<file path="src/sv/owf_pkg.sv">
// ============================================================================
// owf_pkg: shared types and constants of the overlapped window framer
// Item and result words, the job word that passes from the front end to the
// back end, queue sizes and the fixed-point limits of the weighting stage.
// ============================================================================
package owf_pkg;

    // Window geometry and data widths.
    localparam int WINDOW_LENGTH = 32;
    localparam int SAMPLE_BITS   = 16;
    localparam int COEF_BITS     = 16;
    localparam int COEF_FRAC     = 14;
    localparam int DATA_BITS     = 16;
    localparam int SLOT_BITS     = 6;
    localparam int POS_BITS      = 6;
    localparam int HOP_BITS      = 7;
    localparam int IDX_BITS      = $clog2(WINDOW_LENGTH);
    localparam int PROD_BITS     = SAMPLE_BITS + COEF_BITS;

    localparam logic [HOP_BITS-1:0] HOP_RESET = HOP_BITS'(8);

    // Saturation limits of a weighted sample, held at product width.
    localparam logic signed [PROD_BITS-1:0] SAT_MAX =
        PROD_BITS'((64'sd1 <<< (SAMPLE_BITS - 1)) - 64'sd1);
    localparam logic signed [PROD_BITS-1:0] SAT_MIN = -SAT_MAX - PROD_BITS'(1);

    // Queue sizes. Both depths are powers of two so the pointers wrap freely.
    localparam int JQ_DEPTH    = 4;
    localparam int JQ_PTR_BITS = $clog2(JQ_DEPTH);
    localparam int JQ_CNT_BITS = $clog2(JQ_DEPTH + 1);
    localparam int RQ_DEPTH    = 4;
    localparam int RQ_PTR_BITS = $clog2(RQ_DEPTH);
    localparam int RQ_CNT_BITS = $clog2(RQ_DEPTH + 1);

    // Item operation codes.
    localparam logic OP_SAMPLE = 1'b0;
    localparam logic OP_LOAD   = 1'b1;

    typedef struct packed {
        logic                        op;
        logic signed [DATA_BITS-1:0] sample_in;
        logic [SLOT_BITS-1:0]        coef_slot;
        logic signed [DATA_BITS-1:0] coef_value;
    } owf_item_t;

    typedef struct packed {
        logic signed [SAMPLE_BITS-1:0] weighted_sample;
        logic [POS_BITS-1:0]           position;
        logic                          last;
    } owf_result_t;

    typedef enum logic {
        JOB_SAMPLE,
        JOB_LOAD
    } owf_job_kind_t;

    typedef struct packed {
        owf_job_kind_t               kind;
        logic signed [DATA_BITS-1:0] data;
        logic [IDX_BITS-1:0]         slot;
    } owf_job_t;

    typedef struct packed {
        logic     valid;
        owf_job_t job;
    } owf_job_head_t;

endpackage

</file>
<file path="src/sv/owf_front.sv">
// ============================================================================
// owf_front: item intake and job queue
// Accepts item words, decodes them into sample or load jobs, drops loads
// aimed beyond the window, and buffers the jobs for the back end.
// ============================================================================
module owf_front (
    input  logic                   clk,
    input  logic                   rst_n,
    input  logic                   push,
    output logic                   full,
    input  owf_pkg::owf_item_t     item,
    output owf_pkg::owf_job_head_t head,
    input  logic                   take
);

    owf_pkg::owf_job_t                 q_mem [owf_pkg::JQ_DEPTH];
    logic [owf_pkg::JQ_PTR_BITS-1:0]   wr_ptr_reg;
    logic [owf_pkg::JQ_PTR_BITS-1:0]   rd_ptr_reg;
    logic [owf_pkg::JQ_CNT_BITS-1:0]   count_reg;
    logic [owf_pkg::JQ_CNT_BITS-1:0]   count_next;
    logic                              accept;
    logic                              slot_ok;
    logic                              do_wr;
    logic                              do_rd;
    owf_pkg::owf_job_t                 job;

    assign full    = (count_reg == owf_pkg::JQ_CNT_BITS'(owf_pkg::JQ_DEPTH));
    assign accept  = push && !full;
    assign slot_ok = ({1'b0, item.coef_slot} <
                      (owf_pkg::SLOT_BITS + 1)'(owf_pkg::WINDOW_LENGTH));

    // A load to a slot outside the window has no effect, so it never
    // enters the queue.
    assign do_wr = accept && ((item.op == owf_pkg::OP_SAMPLE) || slot_ok);
    assign do_rd = take && (count_reg != '0);

    always_comb
    begin
        job.kind = (item.op == owf_pkg::OP_LOAD) ? owf_pkg::JOB_LOAD : owf_pkg::JOB_SAMPLE;
        job.data = (item.op == owf_pkg::OP_LOAD) ? item.coef_value : item.sample_in;
        job.slot = item.coef_slot[owf_pkg::IDX_BITS-1:0];
    end

    always_comb
    begin
        count_next = count_reg;
        if (do_wr && !do_rd)
        begin
            count_next = count_reg + owf_pkg::JQ_CNT_BITS'(1);
        end
        else if (do_rd && !do_wr)
        begin
            count_next = count_reg - owf_pkg::JQ_CNT_BITS'(1);
        end
    end

    always_ff @(posedge clk or negedge rst_n)
    begin
        if (!rst_n)
        begin
            wr_ptr_reg <= '0;
            rd_ptr_reg <= '0;
            count_reg  <= '0;
        end
        else
        begin
            if (do_wr)
            begin
                wr_ptr_reg <= wr_ptr_reg + owf_pkg::JQ_PTR_BITS'(1);
            end
            if (do_rd)
            begin
                rd_ptr_reg <= rd_ptr_reg + owf_pkg::JQ_PTR_BITS'(1);
            end
            count_reg <= count_next;
        end
    end

    always_ff @(posedge clk)
    begin
        if (do_wr)
        begin
            q_mem[wr_ptr_reg] <= job;
        end
    end

    assign head.valid = (count_reg != '0);
    assign head.job   = q_mem[rd_ptr_reg];

endmodule

</file>
<file path="src/sv/owf_result_queue.sv">
// ============================================================================
// owf_result_queue: result word buffer
// Holds weighted samples until the consumer pops them and reports its fill
// level so the back end only starts words that are sure to find room.
// ============================================================================
module owf_result_queue (
    input  logic                            clk,
    input  logic                            rst_n,
    input  logic                            wr_en,
    input  owf_pkg::owf_result_t            wr_word,
    input  logic                            pop,
    output logic                            empty,
    output owf_pkg::owf_result_t            result,
    output logic [owf_pkg::RQ_CNT_BITS-1:0] count
);

    owf_pkg::owf_result_t              q_mem [owf_pkg::RQ_DEPTH];
    logic [owf_pkg::RQ_PTR_BITS-1:0]   wr_ptr_reg;
    logic [owf_pkg::RQ_PTR_BITS-1:0]   rd_ptr_reg;
    logic [owf_pkg::RQ_CNT_BITS-1:0]   count_reg;
    logic [owf_pkg::RQ_CNT_BITS-1:0]   count_next;
    logic                              do_rd;

    assign empty = (count_reg == '0);
    assign do_rd = pop && !empty;

    always_comb
    begin
        count_next = count_reg;
        if (wr_en && !do_rd)
        begin
            count_next = count_reg + owf_pkg::RQ_CNT_BITS'(1);
        end
        else if (do_rd && !wr_en)
        begin
            count_next = count_reg - owf_pkg::RQ_CNT_BITS'(1);
        end
    end

    always_ff @(posedge clk or negedge rst_n)
    begin
        if (!rst_n)
        begin
            wr_ptr_reg <= '0;
            rd_ptr_reg <= '0;
            count_reg  <= '0;
        end
        else
        begin
            if (wr_en)
            begin
                wr_ptr_reg <= wr_ptr_reg + owf_pkg::RQ_PTR_BITS'(1);
            end
            if (do_rd)
            begin
                rd_ptr_reg <= rd_ptr_reg + owf_pkg::RQ_PTR_BITS'(1);
            end
            count_reg <= count_next;
        end
    end

    always_ff @(posedge clk)
    begin
        if (wr_en)
        begin
            q_mem[wr_ptr_reg] <= wr_word;
        end
    end

    assign result = q_mem[rd_ptr_reg];
    assign count  = count_reg;

endmodule

</file>
<file path="src/sv/owf_back.sv">
// ============================================================================
// owf_back: window sequencer and weighting datapath
// Executes jobs in order: loads write the coefficient table, samples shift
// the delay line and count the hop. A completed hop starts a sweep over the
// window through a read stage, a multiply stage and saturation.
// ============================================================================
module owf_back (
    input  logic                            clk,
    input  logic                            rst_n,
    input  owf_pkg::owf_job_head_t          head,
    output logic                            take,
    input  logic [owf_pkg::RQ_CNT_BITS-1:0] rq_count,
    output logic                            rq_wr,
    output owf_pkg::owf_result_t            rq_word,
    input  logic                            cfg_valid,
    output logic                            cfg_ready,
    input  logic [owf_pkg::HOP_BITS-1:0]    cfg_data
);

    typedef enum logic {
        ST_FETCH,
        ST_EMIT
    } state_t;

    state_t                                  state_reg;
    state_t                                  state_next;
    logic [owf_pkg::IDX_BITS-1:0]            idx_reg;
    logic [owf_pkg::IDX_BITS-1:0]            idx_next;
    logic [owf_pkg::HOP_BITS-1:0]            hop_cnt_reg;
    logic [owf_pkg::HOP_BITS-1:0]            hop_cnt_next;
    logic [owf_pkg::HOP_BITS-1:0]            hop_len_reg;
    logic [owf_pkg::HOP_BITS-1:0]            hop_eff;
    logic [owf_pkg::HOP_BITS-1:0]            cnt_inc;
    logic                                    shift_en;
    logic                                    load_en;
    logic                                    issue;
    logic [owf_pkg::RQ_CNT_BITS:0]           pending;

    logic signed [owf_pkg::SAMPLE_BITS-1:0]  hist_reg [owf_pkg::WINDOW_LENGTH];
    logic signed [owf_pkg::COEF_BITS-1:0]    table_mem [owf_pkg::WINDOW_LENGTH];

    logic                                    s1_valid_reg;
    logic signed [owf_pkg::SAMPLE_BITS-1:0]  hist_rd_reg;
    logic signed [owf_pkg::COEF_BITS-1:0]    coef_rd_reg;
    logic [owf_pkg::IDX_BITS-1:0]            s1_pos_reg;
    logic                                    s1_last_reg;
    logic                                    s2_valid_reg;
    logic signed [owf_pkg::PROD_BITS-1:0]    prod_reg;
    logic [owf_pkg::IDX_BITS-1:0]            s2_pos_reg;
    logic                                    s2_last_reg;
    logic signed [owf_pkg::PROD_BITS-1:0]    shifted;
    logic signed [owf_pkg::SAMPLE_BITS-1:0]  weighted;

    assign cfg_ready = 1'b1;

    assign hop_eff = (hop_len_reg == '0) ? owf_pkg::HOP_BITS'(1) : hop_len_reg;
    assign cnt_inc = hop_cnt_reg + owf_pkg::HOP_BITS'(1);

    // Words in flight plus words already queued; a new word starts only
    // when all of them are sure to fit in the result queue.
    assign pending = (owf_pkg::RQ_CNT_BITS + 1)'(rq_count)
                   + (owf_pkg::RQ_CNT_BITS + 1)'(s1_valid_reg)
                   + (owf_pkg::RQ_CNT_BITS + 1)'(s2_valid_reg);

    always_comb
    begin
        state_next   = state_reg;
        idx_next     = idx_reg;
        hop_cnt_next = hop_cnt_reg;
        take         = 1'b0;
        shift_en     = 1'b0;
        load_en      = 1'b0;
        issue        = 1'b0;
        unique case (state_reg)
            ST_FETCH:
            begin
                if (head.valid)
                begin
                    take = 1'b1;
                    if (head.job.kind == owf_pkg::JOB_LOAD)
                    begin
                        load_en = 1'b1;
                    end
                    else
                    begin
                        shift_en = 1'b1;
                        if (cnt_inc < hop_eff)
                        begin
                            hop_cnt_next = cnt_inc;
                        end
                        else
                        begin
                            hop_cnt_next = '0;
                            idx_next     = '0;
                            state_next   = ST_EMIT;
                        end
                    end
                end
            end
            ST_EMIT:
            begin
                if (pending < (owf_pkg::RQ_CNT_BITS + 1)'(owf_pkg::RQ_DEPTH))
                begin
                    issue = 1'b1;
                    if (idx_reg == owf_pkg::IDX_BITS'(owf_pkg::WINDOW_LENGTH - 1))
                    begin
                        state_next = ST_FETCH;
                    end
                    else
                    begin
                        idx_next = idx_reg + owf_pkg::IDX_BITS'(1);
                    end
                end
            end
            default:
            begin
                state_next = ST_FETCH;
            end
        endcase
    end

    always_ff @(posedge clk or negedge rst_n)
    begin
        if (!rst_n)
        begin
            state_reg    <= ST_FETCH;
            idx_reg      <= '0;
            hop_cnt_reg  <= '0;
            hop_len_reg  <= owf_pkg::HOP_RESET;
            s1_valid_reg <= 1'b0;
            s2_valid_reg <= 1'b0;
        end
        else
        begin
            state_reg    <= state_next;
            idx_reg      <= idx_next;
            hop_cnt_reg  <= hop_cnt_next;
            s1_valid_reg <= issue;
            s2_valid_reg <= s1_valid_reg;
            if (cfg_valid)
            begin
                hop_len_reg <= cfg_data;
            end
        end
    end

    // The delay line starts as silence, so it is cleared by reset.
    always_ff @(posedge clk or negedge rst_n)
    begin
        if (!rst_n)
        begin
            for (int i = 0; i < owf_pkg::WINDOW_LENGTH; i++)
            begin
                hist_reg[i] <= '0;
            end
        end
        else if (shift_en)
        begin
            for (int i = 0; i < owf_pkg::WINDOW_LENGTH - 1; i++)
            begin
                hist_reg[i] <= hist_reg[i + 1];
            end
            hist_reg[owf_pkg::WINDOW_LENGTH - 1] <= owf_pkg::SAMPLE_BITS'(head.job.data);
        end
    end

    always_ff @(posedge clk)
    begin
        if (load_en)
        begin
            table_mem[head.job.slot] <= owf_pkg::COEF_BITS'(head.job.data);
        end
        if (issue)
        begin
            coef_rd_reg <= table_mem[idx_reg];
            hist_rd_reg <= hist_reg[idx_reg];
            s1_pos_reg  <= idx_reg;
            s1_last_reg <= (idx_reg == owf_pkg::IDX_BITS'(owf_pkg::WINDOW_LENGTH - 1));
        end
        if (s1_valid_reg)
        begin
            prod_reg    <= hist_rd_reg * coef_rd_reg;
            s2_pos_reg  <= s1_pos_reg;
            s2_last_reg <= s1_last_reg;
        end
    end

    // The arithmetic shift rounds toward minus infinity.
    always_comb
    begin
        shifted = prod_reg >>> owf_pkg::COEF_FRAC;
        if (shifted > owf_pkg::SAT_MAX)
        begin
            weighted = owf_pkg::SAMPLE_BITS'(owf_pkg::SAT_MAX);
        end
        else if (shifted < owf_pkg::SAT_MIN)
        begin
            weighted = owf_pkg::SAMPLE_BITS'(owf_pkg::SAT_MIN);
        end
        else
        begin
            weighted = shifted[owf_pkg::SAMPLE_BITS-1:0];
        end
    end

    assign rq_wr                   = s2_valid_reg;
    assign rq_word.weighted_sample = weighted;
    assign rq_word.position        = owf_pkg::POS_BITS'(s2_pos_reg);
    assign rq_word.last            = s2_last_reg;

endmodule

</file>
<file path="src/sv/overlapped_window_framer.sv">
// A sample that completes a hop goes through the job queue, the emit state, the read and
// multiply stages and the result queue. The back end takes no job during the sweep, which
// emits one window word per cycle while there is room, set by the single multiplier pipeline.
// Reset clears the delay line, hop counter and both queues and sets hop_length to 8;
// the coefficient table is not cleared and must be loaded before windows are emitted.
// ============================================================================
// overlapped_window_framer: windowed framing of a sample stream
// Keeps the most recent window of samples and, once per hop, emits the whole
// window weighted by a loadable Q2.14 coefficient table, oldest word first.
// ============================================================================
module overlapped_window_framer (
    input  logic                         clk,
    input  logic                         rst_n,
    input  logic                         push,
    output logic                         full,
    input  owf_pkg::owf_item_t           item,
    output logic                         empty,
    input  logic                         pop,
    output owf_pkg::owf_result_t         result,
    input  logic                         cfg_valid,
    output logic                         cfg_ready,
    input  logic [owf_pkg::HOP_BITS-1:0] cfg_data
);

    owf_pkg::owf_job_head_t            head;
    logic                              take;
    logic                              rq_wr;
    owf_pkg::owf_result_t              rq_word;
    logic [owf_pkg::RQ_CNT_BITS-1:0]   rq_count;

    owf_front u_front (
        .clk   (clk),
        .rst_n (rst_n),
        .push  (push),
        .full  (full),
        .item  (item),
        .head  (head),
        .take  (take)
    );

    owf_back u_back (
        .clk       (clk),
        .rst_n     (rst_n),
        .head      (head),
        .take      (take),
        .rq_count  (rq_count),
        .rq_wr     (rq_wr),
        .rq_word   (rq_word),
        .cfg_valid (cfg_valid),
        .cfg_ready (cfg_ready),
        .cfg_data  (cfg_data)
    );

    owf_result_queue u_result_queue (
        .clk     (clk),
        .rst_n   (rst_n),
        .wr_en   (rq_wr),
        .wr_word (rq_word),
        .pop     (pop),
        .empty   (empty),
        .result  (result),
        .count   (rq_count)
    );

endmodule

</file>
<file path="config.mk">
export PLATFORM = sky130hd
export DESIGN_NAME = overlapped_window_framer
export DESIGN_NICKNAME = d
export VERILOG_FILES = /design/src/sv/owf_pkg.sv /design/src/sv/owf_front.sv /design/src/sv/owf_result_queue.sv /design/src/sv/owf_back.sv /design/src/sv/overlapped_window_framer.sv
export SDC_FILE = /design/constraint.sdc
export NUM_CORES = 2
export LEC_CHECK = 0
export ABC_AREA = 0
export BUFFER_PORTS_ARGS = -buffer_cell sky130_fd_sc_hd__buf_4
export CORE_MARGIN = 2
export CORE_UTILIZATION = 36
export CTS_BUF_LIST = sky130_fd_sc_hd__clkbuf_2 sky130_fd_sc_hd__clkbuf_4 sky130_fd_sc_hd__clkbuf_8
export DETAILED_ROUTE_END_ITERATION = 10
export SYNTH_ARGS = -nofsm -noshare
export SYNTH_HDL_FRONTEND = slang
export SYNTH_SLANG_ARGS = --single-unit
</file>
<file path="constraint.sdc">
create_clock -name clk -period 6.73 [get_ports clk]
set_clock_uncertainty 0.15 [all_clocks]
set_input_delay 0.3365 -clock clk [delete_from_list [all_inputs] [get_ports clk]]
set_output_delay 0.3365 -clock clk [all_outputs]
set_load 0.02 [all_outputs]
</file>
# Yosys cells after proc, flatten, opt, wreduce, memory -nomap -nowiden
# Memory sizes are Yosys's and may differ from the RTL's. A register that Yosys moved wholly into a read port is not among the register bits.
# Cells that the tools add are included.
[word_totals]
ff_bits = 608
ram_bits = 688
inputBits = 51
out_inout_bits = 26
wordCells = 146
mem_count = 3
[memory_table]
columns = ["name", "depth", "word_bits", "rd", "rd_clocked_by_memory_dff", "write_ports", "line", "rtl"]
rows = [
  ["u_back.table_mem", 32, 16, 1, 1, 1, "owf_back.sv:40", "logic signed [owf_pkg::COEF_BITS-1:0] table_mem [owf_pkg::WINDOW_LENGTH];"],
  ["u_front.q_mem", 4, 22, 1, 0, 1, "owf_front.sv:16", "owf_pkg::owf_job_t q_mem [owf_pkg::JQ_DEPTH];"],
  ["u_result_queue.q_mem", 4, 22, 1, 0, 1, "owf_result_queue.sv:17", "owf_pkg::owf_result_t q_mem [owf_pkg::RQ_DEPTH];"],
]
[op_classes]
n_addsub = 12
multipliers = 1
order_cmp = 6
eq_ne = 7
muxes = 41
bitwise_logic = 4
reduce_logical = 22
[ops]
columns = ["cell", "n"]
rows = [
  ["16-bit binary-select mux with 5-bit select", 1],
  ["16-bit two-way mux", 5],
  ["16-bit by 16-bit multiplier with 32-bit output", 1],
  ["5-bit two-way mux", 5],
  ["1-bit two-way mux", 22],
  ["18-bit by 16-bit > comparator with 1-bit output (second input constant)", 1],
  ["18-bit by 16-bit less-than comparator with 1-bit output (second input constant)", 1],
  ["7-bit two-way mux", 2],
  ["3-bit two-way mux", 4],
  ["2-bit != test (second input constant)", 5],
  ["5-bit one-hot mux with 2 select lines", 1],
  ["2-bit by 1-bit adder with 2-bit output (second input constant)", 4],
  ["1-bit logical AND", 8],
  ["7-bit by 1-bit adder with 7-bit output (second input constant)", 1],
  ["7-bit logical NOT", 1],
  ["7-bit less-than comparator", 1],
  ["3-bit by 1-bit adder with 3-bit output (second input constant)", 2],
  ["6-bit >= comparator (second input constant)", 1],
  ["1-bit logical NOT", 6],
  ["6-bit less-than comparator (second input constant)", 1],
  ["5-bit inverter with 6-bit output", 1],
  ["3-bit by 1-bit subtractor with 3-bit output (second input constant)", 2],
  ["5-bit by 1-bit adder with 5-bit output (second input constant)", 1],
  ["5-bit == test (second input constant)", 1],
  ["12 further kinds", 15],
]

# Longest topological paths before layout
[depth]
ltp_word = 8
ltp_mapped = 23
ltp_nobuf = 22

# By module
# A second synthesis with hierarchy kept.
[hier_totals]
hier_cells = 4846
hier_area_um2 = 63106.8
[modules_own_cells]
columns = ["mod", "instances", "cells_each", "area_per_inst_um2", "seq_area_each_um2"]
rows = [
  ["owf_back", 1, 4523, 55485.7, 30600.6],
  ["owf_front", 1, 168, 3866.2, 2817.7],
  ["owf_result_queue", 1, 155, 3754.9, 2937.8],
]

# Worst setup path before layout
# No wires, ideal clock.
[synth_path]
path_type = "register to register"
startpoint = "register u_back.hist_rd_reg[15] (netlist name)"
endpoint = "register u_back.prod_reg[31] (netlist name), data pin"
setup_ns = 0.266
arrival_ns = 5.727
t_required_ns = 6.314
setup_slack_ns = 0.587
path_stages_with_launch = 20
n_path_buf = 1
period_less_slack_ns = 6.143
path_cell_list = "edfxtp_1 -> clkbuf_1 -> nand2_1 -> inv_1 -> fa_1 -> fa_1 -> fa_1 -> fa_1 -> fa_1 -> inv_1 -> fa_1 -> inv_1 -> ha_1 -> a21o_1 -> a21o_1 -> a21oi_1 -> o21ai_0 -> o21bai_1 -> o41ai_1 -> xnor2_1"
[synth_between]
elab_chain_cells = 1
[synth_lines]
columns = ["element", "line", "rtl"]
rows = [
  ["start, declared", "owf_back.sv:43", "logic signed [owf_pkg::SAMPLE_BITS-1:0] hist_rd_reg;"],
  ["start signal, assigned", "owf_back.sv:176", "hist_rd_reg <= hist_reg[idx_reg];"],
  ["16-bit by 16-bit multiplier with 32-bit output", "owf_back.sv:182", "prod_reg <= hist_rd_reg * coef_rd_reg;"],
  ["end signal, assigned", "owf_back.sv:182", ""],
  ["end, declared", "owf_back.sv:48", "logic signed [owf_pkg::PROD_BITS-1:0] prod_reg;"],
]
# No other way between the ends.
# A chain may end at the register's enable or synchronous reset.

# Final worst setup path
[layout_path]
startpoint = "register u_back.hist_rd_reg[3] (netlist name)"
endpoint = "register u_back.prod_reg[31] (netlist name), data pin"
# Same word-level chain as after synthesis.

==> reports/qor.yml <==
reg2reg_depth: 21
r2r-end: "u_back.prod_reg[31]"
dieArea_um2: 178000
cp-start-kind: "flip-flop"
ant_nets: 0
placed_cell_area_um2: 66000
grt_pass1_vias: 37300
cts.sinks: 1298
fin_crit_sh_pct: 94.1
syn_area_um2: 62800
fin_area_um2: 71400
grt_most_used_layer: "met2"
die_h_um: 422
num_io_pins: 77
core-area_um2: 174000
avgSynthCellArea_um2: 13.1
use_met3_pct: 2.48
fin_setup_tns_ps: 0
wire_per_inst_um: 17.5
vias_per_cell: 4.83
grt_usage_pct: 15.0
path_max_fanout: 16
antenna_found_initial: 3
synth.area.top_cells: "edfxtp_1 36%, dfrtp_1 22%, mux4_2 13%"
port_buffers: 74
first_iter_violations: 3128
cts_buffers: 213
finalMaxSlewViolations: 0
crit_end: "u_back.prod_reg[31]"
status: "complete, no violations"
dp_hpwl_um: 78600
synth_ff_type: "edfxtp_1"
ys_seq_area_share_pct: 57.7
synth-edff-count: 750
worstPathCellList: "and2_1 -> fa_1 -> inv_1 -> fa_1 -> inv_1 -> fa_1 -> fa_1 -> fa_1 -> inv_1 -> fa_1 -> inv_1 -> ha_1 -> and4_1 -> a211oi_1 -> o21ai_0 -> buf_4 -> a22oi_1 -> buf_4 -> o21bai_1 -> o41ai_2 -> xnor2_1"
drt_wl_total_um: 131000
final_util_pct: 41.1
via_count: 36200
yosysUniqueCellTypes: 46
clockRootBuffer: "clkbuf_8"
synth_top_area_share_pct: 35.9
drtPass1Iterations: 8
fp.dieW_um: 422
grt_pass1_wl_um: 212000
crit_required_ps: 7240
synth_warnings: 0
r2r-start: "u_back.hist_rd_reg[3]"
drc_errors: 0
hold_ws_ps: 146
maxSlewHeadroom_pct: 21.2
worst_pin_slew_ps: 1180
cts_buffer_depth: 3
synth.largest_area_cell: "edfxtp_1"
place.gp.congestion: 0.833
async_reset_ff_share_pct: 42.2
fillers: 15900
drive_gt1_share_pct: 18.9
grt-ovfl-total: 0
clk_latency_ps: 950
cap_viol_max_count: 0
grt_use_met2_pct: 24.2
fin_nets: 5418
finalHoldViolCount: 0
crit_path_end_kind: "flip-flop"
r2r_slack_ps: 390
arrival_ps: 6850
syn_inst: 4777
crit_top_cell: "fa_1"
syn-num-nets: 5190
critPathSlowestCell: "edfxtp_1"
grt_start_max_net_pins: 186
period_needed_ps: 6340
fp-row-count: 153
critical_path.max_stage_delay_ps: 650
htree_levels: 4
cp-startpoint: "u_back.hist_rd_reg[3]"
cts_tree: "built"
start_util_pct: 36.2
clock.fmax_mhz: 158
ys_ff_latch: 1298
clk_pin_slew_ps: 60
grt_setup_unrepaired: "false"
globalRouteMet1Util_pct: 21.0
critPathKind: "flip-flop to flip-flop"
setup_viol: 0
syn2layout_area_growth_pct: 13.7
hold_path_class: "primary input to flip-flop"
critical path: cells and delay by family (launching register included):
kind,cells,cell delay (ps)
fa+ha+maj,7,3240
compound gates,5,870
flops,1,650
simple gates,2,540
buf+inv,6,520
xor+xnor,1,110
cell type report:
cell class	instances	area, µm²	share of cell area, %
multi-input combinational	2923	24200	34.0
sequential	1298	36300	50.8
antenna	3	7.51	0.0105
timing repair buffer	261	2330	3.26
inverter	308	1160	1.62
clock buffer	329	3980	5.58
clock inverter	54	487	0.682
tap	2325	2910	4.08
per-stage QoR:
stage	instances	worst slack, ps
finish	7501	394
global route	7499	30.3
CTS	7484	229
detailed placement	7024	182
global placement	7024	275
floorplan	4777	587
synthesized netlist by cell type, types with 4 or more instances:
library cell,instances
a211oi_1,6
a21o_1,13
a21oi_1,34
and2_1,134
and3_1,4
buf_1,14
buf_2,102
buf_4,22
buf_6,4
clkbuf_1,106
dfrtp_1,547
edfxtp_1,750
fa_1,263
ha_1,99
inv_1,308
mux2_2,51
mux4_2,364
nand2_1,1706
nand2b_1,6
nand3_1,10
nand4_1,4
nor2_1,114
nor2b_1,4
nor3_1,5
nor4_1,4
o21ai_0,26
or3_1,4
xnor2_1,32
xor2_1,12
how the worst min path moves through the flow:
stage / slack [ps] / cells after the start / from / endpoint
floorplan: -110 / 0 / rst_n / u_back.hist_reg[0]
global placement: 230 / 1 / rst_n / u_front.count_reg[1]
detailed placement: 240 / 1 / rst_n / u_front.count_reg[0]
CTS: 40 / 4 / pop / u_result_queue.rd_ptr_reg[1]
global route: 130 / 4 / pop / u_result_queue.rd_ptr_reg[1]
finish: 150 / 4 / pop / u_result_queue.rd_ptr_reg[1]
per-layer routing:
layer  part of all wire (%)  up-vias
met1                     45    18600
met3                    4.9      195
li1                       -    16600
met2                     48      796
met5                      0        -
met4                    2.1        0
cell usage in the layout (no fill, tap or decap), drive strengths merged, types with 10 or more instances in the layout:
cell and n:
nor2 114, o21ai 28, clkinv 37, a21o 13, mux2 51, mux4 364, dlygate4sd3 76, buf 185
edfxtp 750, nand3 10, clkbuf 329, xor2 12, inv 318, a21oi 34, ha 99, fa 263
and2 134, xnor2 32, dfrtp 547, nand2 1706
cells by family (layout without fill, tap and decap cells):
family                   count (synthesis)  count (layout)  share of synthesized area (%)
other                                    2               5                         0.0120
AND/OR/NAND/NOR                       2005            2005                           12.7
buffers and inverters                  556             952                           3.71
flip-flops                            1298            1298                           57.7
AO/OA/AOI/OAI                           95              95                          0.905
multiplexers                           415             415                           14.0
adder cells (fa/ha/maj)                362             362                           10.4
XOR/XNOR                                44              44                          0.614
timing repair:
item	in CTS	in global routing
resized for setup	0	1
endpoints found under the setup margin	0	3
hold endpoints to repair	368	0
setup buffers	0	14
hold buffers	77	0
Power is left out: the tool's default activity adds up to more than one toggle a clock period on the data nets, which glitch-free logic cannot reach.
